[src/rtl/waveform_window_feature_extractor_assert.svh]
// ----------------------------------------------------------------------------
// Waveform window feature extractor: assertion macros
// Concurrent check shorthands clocked on clk and disabled while rst_n is low.
// ----------------------------------------------------------------------------
`ifndef WAVEFORM_WINDOW_FEATURE_EXTRACTOR_ASSERT_SVH
`define WAVEFORM_WINDOW_FEATURE_EXTRACTOR_ASSERT_SVH

// Same-cycle implication check
`define WWFE_ASSERT_IMP(name, ante, cons) \
    name: assert property (@(posedge clk) disable iff (!rst_n) (ante) |-> (cons)) \
        else $error("wwfe check failed");

// Next-cycle implication check
`define WWFE_ASSERT_NEXT(name, ante, cons) \
    name: assert property (@(posedge clk) disable iff (!rst_n) (ante) |=> (cons)) \
        else $error("wwfe check failed");

`endif

[src/rtl/wwfe_pkg.sv]
// ----------------------------------------------------------------------------
// wwfe_pkg
// Shared widths, codes and types of the waveform window feature extractor.
// ----------------------------------------------------------------------------
package wwfe_pkg;

    // Default sizing
    localparam int WW_MAX_SAMPLES = 1024;
    localparam int WW_MIN_SAMPLES = 250;

    // Field widths
    localparam int SAMPLE_W    = 14;
    localparam int CFG_W       = 10;
    localparam int SUM_W       = 24;
    localparam int ENERGY_W    = 25;
    localparam int BASE_W      = 22;
    localparam int STATUS_W    = 2;
    localparam int CFG_IDX_W   = 3;
    localparam int BASE_FRAC_W = 8;

    localparam logic [SAMPLE_W-1:0] SIGN_BIT    = 14'h2000;
    localparam logic [SAMPLE_W-1:0] SAMPLE_ONES = 14'h3FFF;
    localparam logic [BASE_W-1:0]   BASE_MAX    = 22'd4194048;

    // Shared divider sizing
    localparam int DIV_DVD_W  = SUM_W + 1 + BASE_FRAC_W;
    localparam int DIV_DVS_W  = 12;
    localparam int DIV_STEP_W = 6;
    localparam logic [DIV_STEP_W-1:0] PEAK_STEPS = 6'd14;
    localparam logic [DIV_STEP_W-1:0] BASE_STEPS = 6'd33;

    // Register indexes
    localparam logic [CFG_IDX_W-1:0] CFG_FIRST_START  = 3'd0;
    localparam logic [CFG_IDX_W-1:0] CFG_FIRST_END    = 3'd1;
    localparam logic [CFG_IDX_W-1:0] CFG_SECOND_START = 3'd2;
    localparam logic [CFG_IDX_W-1:0] CFG_SECOND_END   = 3'd3;
    localparam logic [CFG_IDX_W-1:0] CFG_THIRD_START  = 3'd4;
    localparam logic [CFG_IDX_W-1:0] CFG_THIRD_END    = 3'd5;

    // Status codes
    localparam logic [STATUS_W-1:0] ST_OK     = 2'd0;
    localparam logic [STATUS_W-1:0] ST_SHORT  = 2'd1;
    localparam logic [STATUS_W-1:0] ST_PAST   = 2'd2;
    localparam logic [STATUS_W-1:0] ST_NOBASE = 2'd3;

    typedef struct packed {
        logic [CFG_W-1:0] first_start;
        logic [CFG_W-1:0] first_end;
        logic [CFG_W-1:0] second_start;
        logic [CFG_W-1:0] second_end;
        logic [CFG_W-1:0] third_start;
        logic [CFG_W-1:0] third_end;
    } cfg_t;

    typedef struct packed {
        logic                  start;
        logic [DIV_STEP_W-1:0] steps;
    } div_req_t;

    typedef struct packed {
        logic busy;
        logic done;
    } div_stat_t;

    typedef struct packed {
        logic sample_en;
        logic peak_en;
        logic clear;
    } acc_ctrl_t;

    typedef struct packed {
        logic active;
        logic in_a;
        logic in_b;
        logic in_c;
    } win_hit_t;

endpackage

[src/rtl/wwfe_divider.sv]
// ----------------------------------------------------------------------------
// wwfe_divider
// Shared restoring divider, one quotient bit per cycle. The dividend is
// loaded left-aligned so that a short division only runs its own bit count.
// ----------------------------------------------------------------------------
module wwfe_divider
    import wwfe_pkg::*;
(
    input  logic                 clk,
    input  logic                 rst_n,
    input  div_req_t             req,
    input  logic [DIV_DVD_W-1:0] dividend,
    input  logic [DIV_DVS_W-1:0] divisor,
    output div_stat_t            stat,
    output logic [DIV_DVD_W-1:0] quotient
);

    logic [DIV_DVS_W-1:0]  rem_reg, rem_next;
    logic [DIV_DVS_W-1:0]  dvs_reg, dvs_next;
    logic [DIV_DVD_W-1:0]  quo_reg, quo_next;
    logic [DIV_STEP_W-1:0] cnt_reg, cnt_next;
    logic                  busy_reg, busy_next;
    logic                  done_reg, done_next;
    logic [DIV_DVS_W:0]    shifted;
    logic [DIV_DVS_W:0]    trial;
    logic                  fits;

    // Shift in the next dividend bit and try the subtraction
    always_comb
    begin
        shifted   = {rem_reg, quo_reg[DIV_DVD_W-1]};
        trial     = shifted - {1'b0, dvs_reg};
        fits      = (shifted >= {1'b0, dvs_reg});
        rem_next  = rem_reg;
        dvs_next  = dvs_reg;
        quo_next  = quo_reg;
        cnt_next  = cnt_reg;
        busy_next = busy_reg;
        done_next = 1'b0;
        if (req.start)
        begin
            rem_next  = '0;
            quo_next  = dividend;
            dvs_next  = divisor;
            cnt_next  = req.steps;
            busy_next = 1'b1;
        end
        else if (busy_reg)
        begin
            rem_next = fits ? trial[DIV_DVS_W-1:0] : shifted[DIV_DVS_W-1:0];
            quo_next = {quo_reg[DIV_DVD_W-2:0], fits};
            cnt_next = cnt_reg - 1'b1;
            if (cnt_reg == DIV_STEP_W'(1))
            begin
                busy_next = 1'b0;
                done_next = 1'b1;
            end
        end
    end

    // Hold control state
    always_ff @(posedge clk or negedge rst_n)
    begin
        if (!rst_n)
        begin
            cnt_reg  <= '0;
            busy_reg <= 1'b0;
            done_reg <= 1'b0;
        end
        else
        begin
            cnt_reg  <= cnt_next;
            busy_reg <= busy_next;
            done_reg <= done_next;
        end
    end

    // Hold operands
    always_ff @(posedge clk)
    begin
        rem_reg <= rem_next;
        dvs_reg <= dvs_next;
        quo_reg <= quo_next;
    end

    assign stat.busy = busy_reg;
    assign stat.done = done_reg;
    assign quotient  = quo_reg;

endmodule

[src/rtl/wwfe_accum.sv]
// ----------------------------------------------------------------------------
// wwfe_accum
// Waveform state: sample count, window sums, peak sum and extreme positions.
// ----------------------------------------------------------------------------
module wwfe_accum
    import wwfe_pkg::*;
#(
    parameter int  MAX_SAMPLES = WW_MAX_SAMPLES,
    localparam int CNT_W       = $clog2(MAX_SAMPLES + 1)
)
(
    input  logic                clk,
    input  logic                rst_n,
    input  cfg_t                cfg,
    input  acc_ctrl_t           ctrl,
    input  logic [SAMPLE_W-1:0] sample,
    input  logic [SAMPLE_W-1:0] peak_quo,
    output win_hit_t            hit,
    output logic [CNT_W-1:0]    sample_count,
    output logic [SUM_W-1:0]    sum_first,
    output logic [SUM_W-1:0]    sum_second,
    output logic [SUM_W-1:0]    sum_third,
    output logic [SAMPLE_W-1:0] peak_sum,
    output logic [CFG_W-1:0]    max_position,
    output logic [CFG_W-1:0]    min_position
);

    localparam int IDX_W = (CNT_W > CFG_W) ? CNT_W : CFG_W;

    logic [CNT_W-1:0]    count_reg;
    logic [SUM_W-1:0]    sum_a_reg, sum_b_reg, sum_c_reg;
    logic [SAMPLE_W-1:0] peak_reg;
    logic [SAMPLE_W-1:0] max_val_reg, min_val_reg;
    logic [CFG_W-1:0]    max_pos_reg, min_pos_reg;
    logic [IDX_W-1:0]    idx;

    function automatic logic in_win(input logic [IDX_W-1:0] i,
                                    input logic [CFG_W-1:0] lo,
                                    input logic [CFG_W-1:0] hi);
        in_win = (i >= IDX_W'(lo)) && (i <= IDX_W'(hi));
    endfunction

    // Classify the current index against the windows
    always_comb
    begin
        idx        = IDX_W'(count_reg);
        hit.active = (count_reg < CNT_W'(MAX_SAMPLES));
        hit.in_a   = in_win(idx, cfg.first_start, cfg.first_end);
        hit.in_b   = in_win(idx, cfg.second_start, cfg.second_end);
        hit.in_c   = in_win(idx, cfg.third_start, cfg.third_end);
    end

    // Fold in one sample, one peak quotient, or clear for the next waveform
    always_ff @(posedge clk or negedge rst_n)
    begin
        if (!rst_n)
        begin
            count_reg   <= '0;
            sum_a_reg   <= '0;
            sum_b_reg   <= '0;
            sum_c_reg   <= '0;
            peak_reg    <= '0;
            max_val_reg <= '0;
            max_pos_reg <= '0;
            min_val_reg <= SAMPLE_ONES;
            min_pos_reg <= '0;
        end
        else if (ctrl.clear)
        begin
            count_reg   <= '0;
            sum_a_reg   <= '0;
            sum_b_reg   <= '0;
            sum_c_reg   <= '0;
            peak_reg    <= '0;
            max_val_reg <= '0;
            max_pos_reg <= '0;
            min_val_reg <= SAMPLE_ONES;
            min_pos_reg <= '0;
        end
        else
        begin
            if (ctrl.sample_en && hit.active)
            begin
                if (hit.in_a)
                begin
                    sum_a_reg <= sum_a_reg + SUM_W'(sample);
                end
                if (hit.in_b)
                begin
                    sum_b_reg <= sum_b_reg + SUM_W'(sample);
                end
                if (hit.in_c)
                begin
                    sum_c_reg <= sum_c_reg + SUM_W'(sample);
                end
                if (sample > max_val_reg)
                begin
                    max_val_reg <= sample;
                    max_pos_reg <= idx[CFG_W-1:0];
                end
                if (sample <= min_val_reg)
                begin
                    min_val_reg <= sample;
                    min_pos_reg <= idx[CFG_W-1:0];
                end
                count_reg <= count_reg + 1'b1;
            end
            if (ctrl.peak_en)
            begin
                peak_reg <= peak_reg + peak_quo;
            end
        end
    end

    assign sample_count = count_reg;
    assign sum_first    = sum_a_reg;
    assign sum_second   = sum_b_reg;
    assign sum_third    = sum_c_reg;
    assign peak_sum     = peak_reg;
    assign max_position = max_pos_reg;
    assign min_position = min_pos_reg;

endmodule

[src/rtl/waveform_window_feature_extractor.sv]
// ----------------------------------------------------------------------------
// waveform_window_feature_extractor
// Window energy, peak, baseline and extreme positions of one waveform.
// ----------------------------------------------------------------------------
// Samples stream in one item at a time, the final one flagged by last_sample;
// in_stall is high while an item is being worked on. A sample outside window
// A needs no divider. For a sample inside window A, its quotient by the
// window length comes from the shared one-bit-per-cycle divider in 14 steps.
// After the last sample the sequencer runs the sum, difference and energy
// states, then, when the status is OK, 33 divider steps for the baseline,
// and then loads the output register once it is free. The peak and the
// baseline share the one divider. A finished result waits in its own
// register, so the next waveform may start while it is not yet taken.
// ----------------------------------------------------------------------------
`include "waveform_window_feature_extractor_assert.svh"

module waveform_window_feature_extractor
    import wwfe_pkg::*;
#(
    parameter int MAX_SAMPLES = WW_MAX_SAMPLES,
    parameter int MIN_SAMPLES = WW_MIN_SAMPLES
)
(
    input  logic                 clk,
    input  logic                 rst_n,
    input  logic                 cfg_we,
    input  logic [CFG_IDX_W-1:0] cfg_index,
    input  logic [CFG_W-1:0]     cfg_data,
    input  logic                 in_valid,
    output logic                 in_stall,
    input  logic [SAMPLE_W-1:0]  raw_sample,
    input  logic                 last_sample,
    output logic                 out_valid,
    input  logic                 out_stall,
    output logic [ENERGY_W-1:0]  energy,
    output logic [SAMPLE_W-1:0]  peak,
    output logic [BASE_W-1:0]    baseline,
    output logic [CFG_W-1:0]     max_index,
    output logic [CFG_W-1:0]     min_index,
    output logic [STATUS_W-1:0]  status
);

    localparam int CNT_W  = $clog2(MAX_SAMPLES + 1);
    localparam int MIN_W  = $clog2(MIN_SAMPLES + 1);
    localparam int CMP_A  = (CNT_W > MIN_W) ? CNT_W : MIN_W;
    localparam int CMP_W  = (CMP_A > CFG_W) ? CMP_A : CFG_W;
    localparam int NB_W   = DIV_DVS_W + 1;
    localparam int AB_W   = SUM_W + 1;
    localparam int DIFF_W = SUM_W + 2;

    typedef enum logic [2:0] {
        S_IDLE,
        S_PEAK,
        S_FIN_SUM,
        S_FIN_DIFF,
        S_FIN_ENERGY,
        S_BASE,
        S_DONE
    } state_t;

    state_t                state_reg, state_next;
    cfg_t                  cfg_reg;
    logic                  last_reg, last_next;
    logic [STATUS_W-1:0]   status_reg, status_next;
    logic [AB_W-1:0]       ab_reg, ab_next;
    logic [DIFF_W-1:0]     diff_reg, diff_next;
    logic [ENERGY_W-1:0]   energy_reg, energy_next;
    logic [SAMPLE_W-1:0]   peak_reg, peak_next;
    logic [BASE_W-1:0]     base_reg, base_next;
    logic                  out_valid_reg, out_valid_next;
    logic [ENERGY_W-1:0]   out_energy_reg, out_energy_next;
    logic [SAMPLE_W-1:0]   out_peak_reg, out_peak_next;
    logic [BASE_W-1:0]     out_base_reg, out_base_next;
    logic [CFG_W-1:0]      out_max_reg, out_max_next;
    logic [CFG_W-1:0]      out_min_reg, out_min_next;
    logic [STATUS_W-1:0]   out_status_reg, out_status_next;

    logic [SAMPLE_W-1:0]   sample;
    logic [DIV_DVS_W-1:0]  len_a;
    logic [NB_W-1:0]       nbase;
    logic                  nbase_pos;
    logic                  past_any;
    logic [DIFF_W-1:0]     diff_neg;
    logic                  failed;

    acc_ctrl_t             acc_ctrl;
    win_hit_t              hit;
    logic [CNT_W-1:0]      sample_count;
    logic [SUM_W-1:0]      sum_first, sum_second, sum_third;
    logic [SAMPLE_W-1:0]   peak_sum;
    logic [CFG_W-1:0]      max_position, min_position;

    div_req_t              div_req;
    div_stat_t             div_stat;
    logic [DIV_DVD_W-1:0]  div_dividend;
    logic [DIV_DVS_W-1:0]  div_divisor;
    logic [DIV_DVD_W-1:0]  div_quotient;

    function automatic logic past_end(input logic [CFG_W-1:0] lo,
                                      input logic [CFG_W-1:0] hi,
                                      input logic [CMP_W-1:0] cnt);
        past_end = (lo <= hi) && (CMP_W'(hi) >= cnt);
    endfunction

    // Write configuration registers
    always_ff @(posedge clk or negedge rst_n)
    begin
        if (!rst_n)
        begin
            cfg_reg <= '0;
        end
        else if (cfg_we)
        begin
            unique case (cfg_index)
                CFG_FIRST_START:  cfg_reg.first_start  <= cfg_data;
                CFG_FIRST_END:    cfg_reg.first_end    <= cfg_data;
                CFG_SECOND_START: cfg_reg.second_start <= cfg_data;
                CFG_SECOND_END:   cfg_reg.second_end   <= cfg_data;
                CFG_THIRD_START:  cfg_reg.third_start  <= cfg_data;
                CFG_THIRD_END:    cfg_reg.third_end    <= cfg_data;
                default:          cfg_reg              <= cfg_reg;
            endcase
        end
    end

    // Offset the sample and derive window lengths
    always_comb
    begin
        sample    = raw_sample ^ SIGN_BIT;
        len_a     = DIV_DVS_W'(cfg_reg.first_end) - DIV_DVS_W'(cfg_reg.first_start)
                  + DIV_DVS_W'(1);
        nbase     = NB_W'(cfg_reg.first_end) - NB_W'(cfg_reg.first_start)
                  + NB_W'(cfg_reg.second_end) - NB_W'(cfg_reg.second_start)
                  + NB_W'(2);
        nbase_pos = !nbase[NB_W-1] && (nbase != '0);
        past_any  = past_end(cfg_reg.first_start, cfg_reg.first_end, CMP_W'(sample_count))
                 || past_end(cfg_reg.second_start, cfg_reg.second_end, CMP_W'(sample_count))
                 || past_end(cfg_reg.third_start, cfg_reg.third_end, CMP_W'(sample_count));
        diff_neg  = -diff_reg;
        failed    = (status_reg == ST_SHORT) || (status_reg == ST_PAST);
    end

    // Feed the divider with the peak or the baseline operands
    assign div_dividend = (state_reg == S_IDLE)
                        ? {sample, {(DIV_DVD_W - SAMPLE_W){1'b0}}}
                        : {ab_reg, {BASE_FRAC_W{1'b0}}};
    assign div_divisor  = (state_reg == S_IDLE) ? len_a : nbase[DIV_DVS_W-1:0];

    // Sequence one item through the accumulator and the divider
    always_comb
    begin
        state_next      = state_reg;
        last_next       = last_reg;
        status_next     = status_reg;
        ab_next         = ab_reg;
        diff_next       = diff_reg;
        energy_next     = energy_reg;
        peak_next       = peak_reg;
        base_next       = base_reg;
        out_valid_next  = out_valid_reg;
        out_energy_next = out_energy_reg;
        out_peak_next   = out_peak_reg;
        out_base_next   = out_base_reg;
        out_max_next    = out_max_reg;
        out_min_next    = out_min_reg;
        out_status_next = out_status_reg;
        acc_ctrl        = '0;
        div_req         = '0;

        // Drop the result once taken
        if (out_valid_reg && !out_stall)
        begin
            out_valid_next = 1'b0;
        end

        unique case (state_reg)
            S_IDLE:
            begin
                if (in_valid)
                begin
                    acc_ctrl.sample_en = 1'b1;
                    last_next          = last_sample;
                    if (hit.active && hit.in_a)
                    begin
                        div_req.start = 1'b1;
                        div_req.steps = PEAK_STEPS;
                        state_next    = S_PEAK;
                    end
                    else if (last_sample)
                    begin
                        state_next = S_FIN_SUM;
                    end
                end
            end
            S_PEAK:
            begin
                if (div_stat.done)
                begin
                    acc_ctrl.peak_en = 1'b1;
                    state_next       = last_reg ? S_FIN_SUM : S_IDLE;
                end
            end
            S_FIN_SUM:
            begin
                ab_next = AB_W'(sum_first) + AB_W'(sum_second);
                priority if (CMP_W'(sample_count) < CMP_W'(MIN_SAMPLES))
                begin
                    status_next = ST_SHORT;
                end
                else if (past_any)
                begin
                    status_next = ST_PAST;
                end
                else if (!nbase_pos)
                begin
                    status_next = ST_NOBASE;
                end
                else
                begin
                    status_next = ST_OK;
                end
                state_next = S_FIN_DIFF;
            end
            S_FIN_DIFF:
            begin
                diff_next  = DIFF_W'(sum_third) - DIFF_W'(ab_reg);
                state_next = S_FIN_ENERGY;
            end
            S_FIN_ENERGY:
            begin
                if (failed)
                begin
                    energy_next = '0;
                    peak_next   = '0;
                end
                else
                begin
                    energy_next = diff_reg[DIFF_W-1] ? ENERGY_W'(diff_neg)
                                                     : ENERGY_W'(diff_reg);
                    peak_next   = peak_sum;
                end
                if (status_reg == ST_OK)
                begin
                    div_req.start = 1'b1;
                    div_req.steps = BASE_STEPS;
                    state_next    = S_BASE;
                end
                else
                begin
                    base_next  = '0;
                    state_next = S_DONE;
                end
            end
            S_BASE:
            begin
                if (div_stat.done)
                begin
                    base_next  = (div_quotient > DIV_DVD_W'(BASE_MAX))
                               ? BASE_MAX : div_quotient[BASE_W-1:0];
                    state_next = S_DONE;
                end
            end
            S_DONE:
            begin
                // Load the result once the output register is free
                if (!out_valid_reg || !out_stall)
                begin
                    out_valid_next  = 1'b1;
                    out_energy_next = energy_reg;
                    out_peak_next   = peak_reg;
                    out_base_next   = base_reg;
                    out_max_next    = max_position;
                    out_min_next    = min_position;
                    out_status_next = status_reg;
                    acc_ctrl.clear  = 1'b1;
                    state_next      = S_IDLE;
                end
            end
            default:
            begin
                state_next = S_IDLE;
            end
        endcase
    end

    // Hold sequencer state and registered outputs
    always_ff @(posedge clk or negedge rst_n)
    begin
        if (!rst_n)
        begin
            state_reg      <= S_IDLE;
            last_reg       <= 1'b0;
            status_reg     <= ST_OK;
            ab_reg         <= '0;
            diff_reg       <= '0;
            energy_reg     <= '0;
            peak_reg       <= '0;
            base_reg       <= '0;
            out_valid_reg  <= 1'b0;
            out_energy_reg <= '0;
            out_peak_reg   <= '0;
            out_base_reg   <= '0;
            out_max_reg    <= '0;
            out_min_reg    <= '0;
            out_status_reg <= ST_OK;
        end
        else
        begin
            state_reg      <= state_next;
            last_reg       <= last_next;
            status_reg     <= status_next;
            ab_reg         <= ab_next;
            diff_reg       <= diff_next;
            energy_reg     <= energy_next;
            peak_reg       <= peak_next;
            base_reg       <= base_next;
            out_valid_reg  <= out_valid_next;
            out_energy_reg <= out_energy_next;
            out_peak_reg   <= out_peak_next;
            out_base_reg   <= out_base_next;
            out_max_reg    <= out_max_next;
            out_min_reg    <= out_min_next;
            out_status_reg <= out_status_next;
        end
    end

    wwfe_accum #(
        .MAX_SAMPLES (MAX_SAMPLES)
    ) u_accum (
        .clk          (clk),
        .rst_n        (rst_n),
        .cfg          (cfg_reg),
        .ctrl         (acc_ctrl),
        .sample       (sample),
        .peak_quo     (div_quotient[SAMPLE_W-1:0]),
        .hit          (hit),
        .sample_count (sample_count),
        .sum_first    (sum_first),
        .sum_second   (sum_second),
        .sum_third    (sum_third),
        .peak_sum     (peak_sum),
        .max_position (max_position),
        .min_position (min_position)
    );

    wwfe_divider u_divider (
        .clk      (clk),
        .rst_n    (rst_n),
        .req      (div_req),
        .dividend (div_dividend),
        .divisor  (div_divisor),
        .stat     (div_stat),
        .quotient (div_quotient)
    );

    assign in_stall  = (state_reg != S_IDLE);
    assign out_valid = out_valid_reg;
    assign energy    = out_energy_reg;
    assign peak      = out_peak_reg;
    assign baseline  = out_base_reg;
    assign max_index = out_max_reg;
    assign min_index = out_min_reg;
    assign status    = out_status_reg;

    // Checks
    `WWFE_ASSERT_IMP(a_div_start_idle, div_req.start, !div_stat.busy)
    `WWFE_ASSERT_IMP(a_fail_zero, out_valid && (status == ST_SHORT || status == ST_PAST), energy == '0 && peak == '0 && baseline == '0)
    `WWFE_ASSERT_IMP(a_base_sat, out_valid, baseline <= BASE_MAX)

endmodule

[config.mk]
export PLATFORM = sky130hd
export DESIGN_NAME = waveform_window_feature_extractor
export DESIGN_NICKNAME = d
export VERILOG_FILES = /design/src/rtl/wwfe_pkg.sv /design/src/rtl/wwfe_divider.sv /design/src/rtl/wwfe_accum.sv /design/src/rtl/waveform_window_feature_extractor.sv
export VERILOG_INCLUDE_DIRS = /design/src /design/src/rtl
export SDC_FILE = /design/constraint.sdc
export NUM_CORES = 1
export LEC_CHECK = 0
export ABC_AREA = 1
export BUFFER_PORTS_ARGS = -buffer_cell sky130_fd_sc_hd__buf_4
export CORE_UTILIZATION = 55
export CTS_CLUSTER_SIZE = 40
export DETAILED_ROUTE_END_ITERATION = 10
export GPL_TIMING_DRIVEN = 0
export PLACE_DENSITY = 0.8
export SETUP_SLACK_MARGIN = 0.4
export SLEW_MARGIN = 20
export SYNTH_ARGS = -nofsm -noshare
export SYNTH_HDL_FRONTEND = slang
export SYNTH_SLANG_ARGS = --single-unit
[constraint.sdc]
create_clock -name clk -period 3.64 [get_ports clk]
set_input_delay 0.364 -clock clk [delete_from_list [all_inputs] [get_ports clk]]
set_output_delay 0.364 -clock clk [all_outputs]
set_load 0.02 [all_outputs]
# Yosys cells after proc, flatten, opt, wreduce, memory -nomap -nowiden
# Cells that the tools add are included.
totals:
  reg_bits: 472
  wordCells: 207
  input_bits: 33
classes:
  bitwise: 1
  eq_ne: 20
  mux: 70
  n_lt_le_gt_ge: 18
  n_reduce_logical: 46
  addsub: 16
ops:
  columns: ["operator", "n"]
  rows:
  - ["2-to-1 mux 24 bit", 9]
  - ["2-to-1 mux 14 bit", 9]
  - ["2-to-1 mux 33 bit", 3]
  - ["adder 24 x 14 -> 24 bit", 3]
  - ["2-to-1 mux 22 bit", 3]
  - ["2-to-1 mux 10 bit", 6]
  - ["2-to-1 mux 25 bit", 2]
  - ["case mux 22 bit (2 select lines)", 1]
  - [">= comparator 10 x 11 -> 1 bit", 3]
  - [">= comparator 11 x 10 -> 1 bit", 3]
  - ["> comparator 33 x 22 -> 1 bit (second input constant)", 1]
  - ["<= comparator 11 x 10 -> 1 bit", 3]
  - ["<= comparator 10 bit", 3]
  - ["AND reduction 2 bit", 13]
  - ["subtractor 24 x 25 -> 26 bit", 1]
  - ["adder 24 x 24 -> 25 bit", 1]
  - ["negation 25 bit", 1]
  - ["2-to-1 mux 12 bit", 2]
  - ["2-to-1 mux 11 bit", 2]
  - ["subtractor 10 x 10 -> 11 bit", 2]
  - ["2-to-1 mux 7 bit", 3]
  - ["case mux 3 bit (7 select lines)", 1]
  - ["2-to-1 mux 3 bit", 6]
  - ["nonzero test 2 bit", 9]
  - ["36 further kinds", 81]

# Longest topological paths before layout
# Gate-level depths: netlist of run 1.
logic_depth:
  ltp_word: 9
  ltp_mapped: 29

# Cells and area by module
# A second synthesis of run 1 with hierarchy kept.
hier_totals:
  hier_cells: 4622
  hier_area_um2: 33626.0
modules_own_cells:
  columns: ["module", "area_per_inst_um2", "n_inst", "cells_each", "seq_area_each_um2"]
  rows:
  - ["waveform_window_feature_extractor", 16849.9, 1, 2124, 6556.3]
  - ["wwfe_accum", 13175.1, 1, 2058, 3646.0]
  - ["wwfe_divider", 3601.0, 1, 440, 1791.7]

# Worst setup path after synthesis of run 1
# Ideal clock, no wire load.
synth_path:
  path_kind: "reg2reg"
  startpoint: "reg cfg_reg[40] (netlist name)"
  endpoint: "reg status_reg[0]"
  period_less_slack_ps: 3637
  stages_incl_launch_ff: 24
  path_buffers: 0
  t_arrival_ps: 3559
  setup_ps: 77
  slack_ps: 3
  path_cell_list: "dfrtp_1 > inv_1 > ha_1 > inv_1 > fa_1 > nand3_1 > nand2_1 > nand2_1 > nand2_1 > xor2_1 > fa_1 > ha_1 > ha_1 > nand2_1 > inv_1 > a21oi_1 > nand3_1 > nand2_1 > nand2_1 > nor2_1 > nand2_1 > nand2_1 > nand2_1 > a21oi_1"
synth_via:
  elab_chain_cells: 9
synth_lines:
  columns: ["item", "line_no", "rtl"]
  rows:
  - ["start: declaration", "waveform_window_feature_extractor.sv:62", "cfg_t cfg_reg;"]
  - ["start signal: assignment", "waveform_window_feature_extractor.sv:121", "default: cfg_reg <= cfg_reg;"]
  - ["subtractor 10 x 10 -> 11 bit", "waveform_window_feature_extractor.sv:132", "nbase = NB_W'(cfg_reg.first_end) - NB_W'(cfg_reg.first_start)"]
  - ["adder 11 x 11 -> 12 bit", "waveform_window_feature_extractor.sv:133", "+ NB_W'(cfg_reg.second_end) - NB_W'(cfg_reg.second_start)"]
  - ["subtractor 12 x 11 -> 13 bit", "waveform_window_feature_extractor.sv:133", null]
  - ["adder 13 x 2 -> 13 bit", "waveform_window_feature_extractor.sv:134", "+ NB_W'(2);"]
  - ["nonzero test 13 bit / zero test 1 bit (equally long branches)", "waveform_window_feature_extractor.sv:135", "nbase_pos = !nbase[NB_W-1] && (nbase != '0);"]
  - ["logical AND 1 bit", "waveform_window_feature_extractor.sv:135", null]
  - ["2-to-1 mux 2 bit", "waveform_window_feature_extractor.sv:214", "else if (!nbase_pos)"]
  - ["2-to-1 mux 2 bit (*)", "waveform_window_feature_extractor.sv:210", "else if (past_any)"]
  - ["2-to-1 mux 2 bit (*)", "waveform_window_feature_extractor.sv:206", "priority if (CMP_W'(sample_count) < CMP_W'(MIN_SAMPLES))"]
  - ["end signal: assignment", "waveform_window_feature_extractor.sv:311", "status_reg <= status_next;"]
  - ["end: declaration", "waveform_window_feature_extractor.sv:64", "logic [STATUS_W-1:0] status_reg, status_next;"]
# Every way passes the cells marked *; elsewhere a longest branch is shown, timed or not.
# A chain may end at the register's enable or synchronous reset.

# Final worst setup path of run 1
layout_path:
  startpoint: "reg cfg_reg[40] (netlist name)"
  endpoint: "reg status_reg[1]"
# Same word-level chain as after synthesis.

==> results of run 1 <==
## where the power goes
group	leakage [nW]	internal (mW)	switching (mW)
Combinational	11.3	6.92	11.9
Sequential	5.96	7.35	1.67
Clock	0.875	3.18	2.26
Total	18.2	17.4	15.8
## worst max-delay path, cell delays in order, from the launching register on
cell and delay, ps:
dfrtp_1 380, inv_1 70, ha_2 170, inv_2 40, fa_2 390, nand3_2 110
nand2_2 80, nand2_2 90, nand2_4 60, xor2_4 170, fa_2 560, ha_4 210
ha_4 310, nand2_4 70, buf_6 120, nor2_4 90, nand3_2 110, nand3_2 110
nand2_1 50, nand2_1 70, nor2_1 50, nand2_1 100, nand3_2 90, nand2_2 80
nand2_1 60
## worst max-delay path by stage
stage / from / endpoint / slack (ps)
after detailed placement: cfg_reg[40]$_DFFE_PN0P_ / status_reg[0]$_DFFE_PN0P_ / -190
after global placement: rst_n / u_accum.sum_second[11]$_DFFE_PN0P_ / -1940
final: cfg_reg[40]$_DFFE_PN0P_ / status_reg[1]$_DFFE_PN0P_ / -140
after CTS: cfg_reg[40]$_DFFE_PN0P_ / status_reg[1]$_DFFE_PN0P_ / -40
after floorplan: cfg_reg[40]$_DFFE_PN0P_ / status_reg[0]$_DFFE_PN0P_ / 240
after global routing: cfg_reg[54]$_DFFE_PN0P_ / status_reg[0]$_DFFE_PN0P_ / -370
## cell type report
| type | count | area (um^2) | share of cell area [%] |
|---|---|---|---|
| multi-input combinational | 3091 | 17230 | 48.29 |
| sequential | 472 | 12000 | 33.63 |
| inverter | 550 | 2064 | 5.787 |
| clock buffer | 76 | 1550 | 4.346 |
| timing repair buffer | 149 | 1216 | 3.409 |
| tap | 748 | 935.9 | 2.624 |
| buffer | 102 | 474.2 | 1.329 |
| clock inverter | 22 | 210.2 | 0.5892 |
## metrics by stage
stage                     TNS (ps)  util [%]
after global routing         -1172     64.25
after CTS                   -65.94     63.72
after floorplan                  0         -
after detailed placement    -473.7     59.95
final                       -368.4     64.25
after global placement     -747740     59.73
## kinds of logic after synthesis
logic type,share of synthesized area (%)
adders and majority gates,11.66
buffers and inverters,8.136
muxes,0.03208
and+or+nand+nor,26.96
AOI/OAI and AO/OA,12.63
DFF,38.44
xor gates and xnor gates,2.133
## layout by cell type (no fill, tap or decap), types with 17 or more instances in the layout
| cell type | synthesis | layout |
|---|---|---|
| o21ai_0 | 365 | 364 |
| a21oi_1 | 215 | 208 |
| buf_4 | 6 | 147 |
| ha_4 | 0 | 19 |
| edfxtp_1 | 45 | 45 |
| nand2_2 | 9 | 36 |
| clkbuf_16 | 0 | 56 |
| xor2_1 | 40 | 38 |
| buf_2 | 31 | 31 |
| nor3_1 | 42 | 42 |
| nand2_1 | 1219 | 1185 |
| o22ai_1 | 43 | 42 |
| nor2_1 | 289 | 283 |
| xnor2_1 | 36 | 36 |
| inv_1 | 537 | 515 |
| ha_1 | 262 | 242 |
| clkbuf_1 | 52 | 64 |
| nand4_1 | 92 | 92 |
| inv_2 | 11 | 33 |
| nand3_1 | 276 | 260 |
| dfrtp_1 | 401 | 400 |
| nand3_2 | 1 | 17 |
| o21ai_1 | 38 | 39 |
## Yosys cell counts, types with 42 or more instances
library cell,count,area share [%]
nor2_1,289,3.5
nand3_1,276,4.4
ha_1,262,11
nand4_1,92,1.8
edfxtp_1,45,4.3
o21ai_0,365,5.9
inv_1,537,6.5
dfrtp_1,401,32
nor3_1,42,0.67
clkbuf_1,52,0.63
nand2_1,1219,15
a21oi_1,215,3.4
o22ai_1,43,0.86
## routing by layer
metal  part of all wire (%)  routed length [um]
met5                  0.014                  13
met4                    4.3                4072
met3                    8.0                7537
met2                     44               41750
met1                     43               41010
## timing repair
action                                  in CTS  in global routing
buffers inserted                            19                  8
hold buffers                                 1                  0
endpoints found under the hold margin       83                  0
pin swaps                                   31                 24
gates resized for setup                     46                 65
endpoints found under the setup margin      11                 47
==> impl_metrics.py, run 1 <==
metrics = {
    "yosys": {
        "avgSynthCellArea_um2": 7.402,
        "synth_async_sr_flop_share_pct": 87.92,
        "synth_ff_type": "dfrtp_1",
        "synth_fp_nets": 4528,
        "synth_edf_count": 45,
        "ys_ff_latch": 472,
        "yosysWarnings": 0,
        "synth_cell_types": 56,
        "syn_area_um2": 31200,
        "synth_cells": 4215,
        "ys_seq_area_share_pct": 38.44,
    },
    "cts": {
        "cts_buffers": 52,
        "root_buffer": "clkbuf_16",
        "cts_tree": "done",
        "cts_sinks": 472,
        "clock_path_buffers": 3,
        "clock_latency_ps": 620,
        "ctsHtreeMaxLevel": 2,
        "path_clk_slew_ps": 70,
    },
    "drt": {
        "antenna_left": 0,
        "drt_first_pass_iters": 5,
        "drt-initial-drc-count": 2544,
        "routedWlPerCell_um": 18.12,
        "routed_via_density": 5.673,
        "drc": 0,
        "routed_wirelength_mm": 94.38,
        "vias": 29560,
    },
    "final_layout": {
        "fin_nets": 4731,
        "stdcell_area_um2": 35670,
        "fillers": 4829,
        "largest_register_ffs": 60,
        "fin_cells": 5210,
        "drive_gt1_share_pct": 10.35,
        "syn_to_final_growth_pct": 14.33,
        "num_antenna_cells": 0,
    },
    "run_status": {
        "failed_checks": "setup timing",
        "status": "complete, but fails checks",
    },
    "job": {
        "max_cap_violations": 0,
    },
    "sta": {
        "relSlewSlack_pct": 41.22,
        "hold_ws_ps": 24.04,
        "setup_viol": 3,
        "fin_ws_ps": -141.3,
        "final_hold_viol_count": 0,
        "period_share_pct": 103.9,
        "min_period_ps": 3781,
        "worstMarginPinSlew_ps": 881.7,
        "finalMaxSlewViolations": 0,
        "max_freq_ghz": 0.2645,
        "rsz0062_at_grt": "true",
        "finalClockSkew_ps": 31.25,
    },
    "pwr": {
        "ir_drop_uv": 642.8,
        "power.total_mw": 33.24,
        "power_density_nw_per_um2": 931.8,
        "p_leak_nw": 18.15,
    },
    "floorplanning": {
        "row_count": 86,
        "die_h_um": 240.2,
        "core-area_um2": 55520,
        "io_pins": 118,
        "die_w_um": 240.2,
        "initial_core_util_pct": 56.19,
        "die-area_um2": 57690,
    },
    "min_path": {
        "hp-start": "last_sample",
        "hold_path.class": "in2reg",
        "hold_path_depth": 3,
        "hold_end": "last_reg$_DFFE_PN0P_",
    },
    "global_route": {
        "globalRouteMet1Util_pct": 44.77,
        "met2_usage_pct": 51.53,
        "grt.busiest_layer": "met2",
        "grt_max_degree": 92,
        "grt_pass1_wl_mm": 147.9,
        "grt_use_total_pct": 32.73,
        "grt_antenna_before_repair": 2,
        "grt_util_met3_pct": 5.476,
        "grt.overflow.total": 0,
        "grt_pass1_vias": 27600,
    },
    "placement": {
        "dp_hpwl_mm": 70.23,
        "place.gp.congestion": 0.9736,
        "placedCellCount": 5084,
        "place_area_um2": 33290,
        "pre_cts_ws_ps": -188.6,
        "io_buffers": 117,
    },
    "setup_path": {
        "ff2ff_setup_slack_ps": -140,
        "regToRegStartpoint": "cfg_reg[40]$_DFFE_PN0P_",
        "cp-end-kind": "flop",
        "crit_arrival_ps": 4260,
        "reg2reg_depth": 24,
        "rr_endpoint": "status_reg[1]$_DFFE_PN0P_",
        "cp.required_ps": 4120,
        "critPathKind": "reg2reg",
        "start_kind": "flop",
        "path_max_fanout": 4,
    },
}
Power figures use the tool's default switching activity.
==> run 2: changes to the inputs <==
--- a/config.mk
+++ b/config.mk
@@ -8,11 +8,12 @@
 export LEC_CHECK = 0
 export ABC_AREA = 1
 export BUFFER_PORTS_ARGS = -buffer_cell sky130_fd_sc_hd__buf_4
+export CORE_ASPECT_RATIO = 0.8
 export CORE_UTILIZATION = 55
 export CTS_CLUSTER_SIZE = 40
 export DETAILED_ROUTE_END_ITERATION = 10
 export GPL_TIMING_DRIVEN = 0
-export PLACE_DENSITY = 0.8
+export PLACE_DENSITY = 0.77
 export SETUP_SLACK_MARGIN = 0.4
 export SLEW_MARGIN = 20
 export SYNTH_ARGS = -nofsm -noshare
==> constraint.sdc (replaced) <==
create_clock -name clk -period 3.78 [get_ports clk]
set_input_delay 0.378 -clock clk [delete_from_list [all_inputs] [get_ports clk]]
set_output_delay 0.378 -clock clk [all_outputs]
set_load 0.02 [all_outputs]
==> run 2 against run 1 <==
Net effect: the run now ends clean; final area increased by 0.54%; wire length increased by 3.1%; die area about the same; critical path depth decreased by 3; highest routed layer is now met4.
==> impl_metrics.py, run 2 (same netlist as run 1, synthesis figures left out) <==
metrics = {
    "sta": {
        "max_freq_ghz": 0.2670,
        "setup_viol": 0,
        "period_share_pct": 99.09,
        "finalMaxSlewViolations": 0,
        "final_hold_viol_count": 0,
        "relSlewSlack_pct": 40.04,
        "min_period_ps": 3746,
        "rsz0062_at_grt": "true",
        "worstMarginPinSlew_ps": 899.4,
        "finalClockSkew_ps": 45.81,
    },
    "cts": {
        "cts_buffers": 51,
        "clock_latency_ps": 630,
        "path_clk_slew_ps": 70,
        "clock_path_buffers": 3,
        "ctsHtreeMaxLevel": 2,
        "root_buffer": "clkbuf_16",
        "cts_tree": "done",
        "cts_sinks": 472,
    },
    "setup_path": {
        "crit_chain": "inv_2 -> ha_4 -> a21oi_4 -> nand2_2 -> nand2_2 -> nand2_4 -> buf_4 -> xor2_4 -> fa_1 -> ha_4 -> ha_4 -> nand2_1 -> nand2_2 -> a21oi_4 -> nand3_2 -> nand2_1 -> nand2_2 -> nand2_1 -> o21ai_1 -> nand2_1 -> nand2_1",
        "cp-end-kind": "flop",
        "start_kind": "flop",
        "cp.required_ps": 4130,
        "critPathBufInv": 2,
        "path_max_fanout": 5,
        "crit_arrival_ps": 4100,
        "critPathKind": "reg2reg",
        "crit_top_cell": "nand2_1",
        "path_delay_family": "adder cells",
        "slowest_stage": "fa_1",
        "cpPeakStageDelay_ps": 610,
    },
    "final_layout": {
        "fillers": 4847,
        "final_common_cell": "nand2_1",
        "syn_to_final_growth_pct": 14.95,
        "drive_gt1_share_pct": 10.95,
        "mostFrequentLayoutCells": "nand2_1 (1179), inv_1 (514), dfrtp_1 (397)",
        "largest_register_ffs": 60,
        "fin_nets": 4746,
        "fin_cells": 5225,
    },
    "floorplanning": {
        "row_count": 77,
        "die-area_um2": 57690,
        "initial_core_util_pct": 56.03,
        "io_pins": 118,
        "die_w_um": 268.3,
        "core-area_um2": 55690,
        "die_h_um": 215.0,
    },
    "global_route": {
        "grt_antenna_before_repair": 1,
        "grt_pass1_wl_mm": 151.9,
        "grt_max_degree": 93,
        "grt_use_total_pct": 33.70,
        "grt.overflow.total": 0,
        "grt_pass1_vias": 27180,
    },
    "drt": {
        "routed_wirelength_mm": 97.26,
        "routed_via_density": 5.683,
        "drc": 0,
        "drt_first_pass_iters": 6,
        "vias": 29700,
        "antenna_left": 0,
        "drt-initial-drc-count": 3172,
        "routedWlPerCell_um": 18.61,
    },
    "run_status": {
        "status": "completed",
    },
    "pwr": {
        "power.total_mw": 32.40,
        "p_leak_nw": 18.21,
        "ir_drop_uv": 795.0,
        "power_density_nw_per_um2": 903.5,
    },
    "placement": {
        "io_buffers": 117,
        "dp_hpwl_mm": 73.04,
        "placedCellCount": 5088,
        "place.gp.congestion": 0.9732,
    },
    "min_path": {
        "hold_path.class": "in2reg",
    },
    "job": {
        "max_cap_violations": 0,
    },
}
==> run 2: cell count changes in the layout (fill, tap and decap cells not counted), sizes merged <==
cell,delta
clkbuf,-5
buf,+16
clkinv,+1
diode,+2
inv,-1
==> run 2: where the power goes <==
| group | total [mW] | internal, mW | leakage [nW] | switching [mW] |
|---|---|---|---|---|
| logic | 18.6 | 6.86 | 11.4 | 11.8 |
| clock network | 5.09 | 2.91 | 0.843 | 2.18 |
| registers | 8.68 | 7.07 | 5.95 | 1.61 |
| total | 32.4 | 16.8 | 18.2 | 15.6 |
==> run 2: cell type report <==
type | instances | area (um^2) | share of cell area [%]
diodes | 2 | 5.005 | 0.01395
plain buffers | 102 | 474.2 | 1.322
clock buffers | 71 | 1451 | 4.047
clock inverters | 22 | 250.2 | 0.6977
inverters | 550 | 2069 | 5.770
multi-input cells | 3091 | 17300 | 48.25
flip-flops and latches | 472 | 12000 | 33.46
well taps | 750 | 938.4 | 2.617
repair buffers | 165 | 1373 | 3.827
==> run 2: worst register-to-register path: cells and delay by family, from the launching register on <==
family / cells / cell delay [ps]
AOI/OAI and AO/OA: 3 / 420
DFF: 1 / 400
xor gates and xnor gates: 1 / 160
adders and majority gates: 4 / 1310
buffers and inverters: 2 / 260
and+or+nand+nor: 11 / 910
==> run 2: repair_timing <==
action | in CTS | in global routing
gates resized for setup | 79 | 53
setup endpoints to repair | 11 | 10
endpoints found under the hold margin | 62 | 0
pin swaps | 37 | 35
buffers inserted | 29 | 12
hold buffers | 1 | 0
==> run 2: final timing paths <==
kind	start	end	slack [ps]	depth (start not counted)
setup / recovery	cfg_reg[52]$_DFFE_PN0P_	u_divider.dvs_reg[10]$_DFFE_PP_	30	21
hold / removal	last_sample	last_reg$_DFFE_PN0P_	50	3
setup reg to reg	cfg_reg[52]$_DFFE_PN0P_	u_divider.dvs_reg[10]$_DFFE_PP_	30	21
hold reg to reg	u_accum.min_val_reg[2]$_DFFE_PN1P_	u_accum.min_val_reg[2]$_DFFE_PN1P_	470	2
max in group asynchronous	rst_n	u_accum.sum_second[17]$_DFFE_PN0P_	1920	5
min in group asynchronous	rst_n	baseline[4]$_DFFE_PN0P_	300	2
==> run 2: stage by stage <==
stage	worst slack, ps	utilization (%)	TNS (ps)	instance area (um^2)	hold slack, ps
6_report	34.22	64.40	0	35860	46.39
3_5_place_dp	-73.03	59.86	-214.3	33340	351.9
3_3_place_gp	-1908	59.56	-736620	33170	448.9
5_1_grt	-122.4	64.40	-335.5	35860	71.23
4_1_cts	160.9	63.91	0	35590	22.60
2_1_floorplan	379.3	-	0	31350	82.41
==> run 2: metal layers <==
metal	wire length, um	global-route usage, %	up-vias
li1	-	-	14300
met1	44570	51.10	13800
met2	40350	48.67	1409
met3	9450	5.855	186
met4	2889	10.15	0
met5	0	0	-
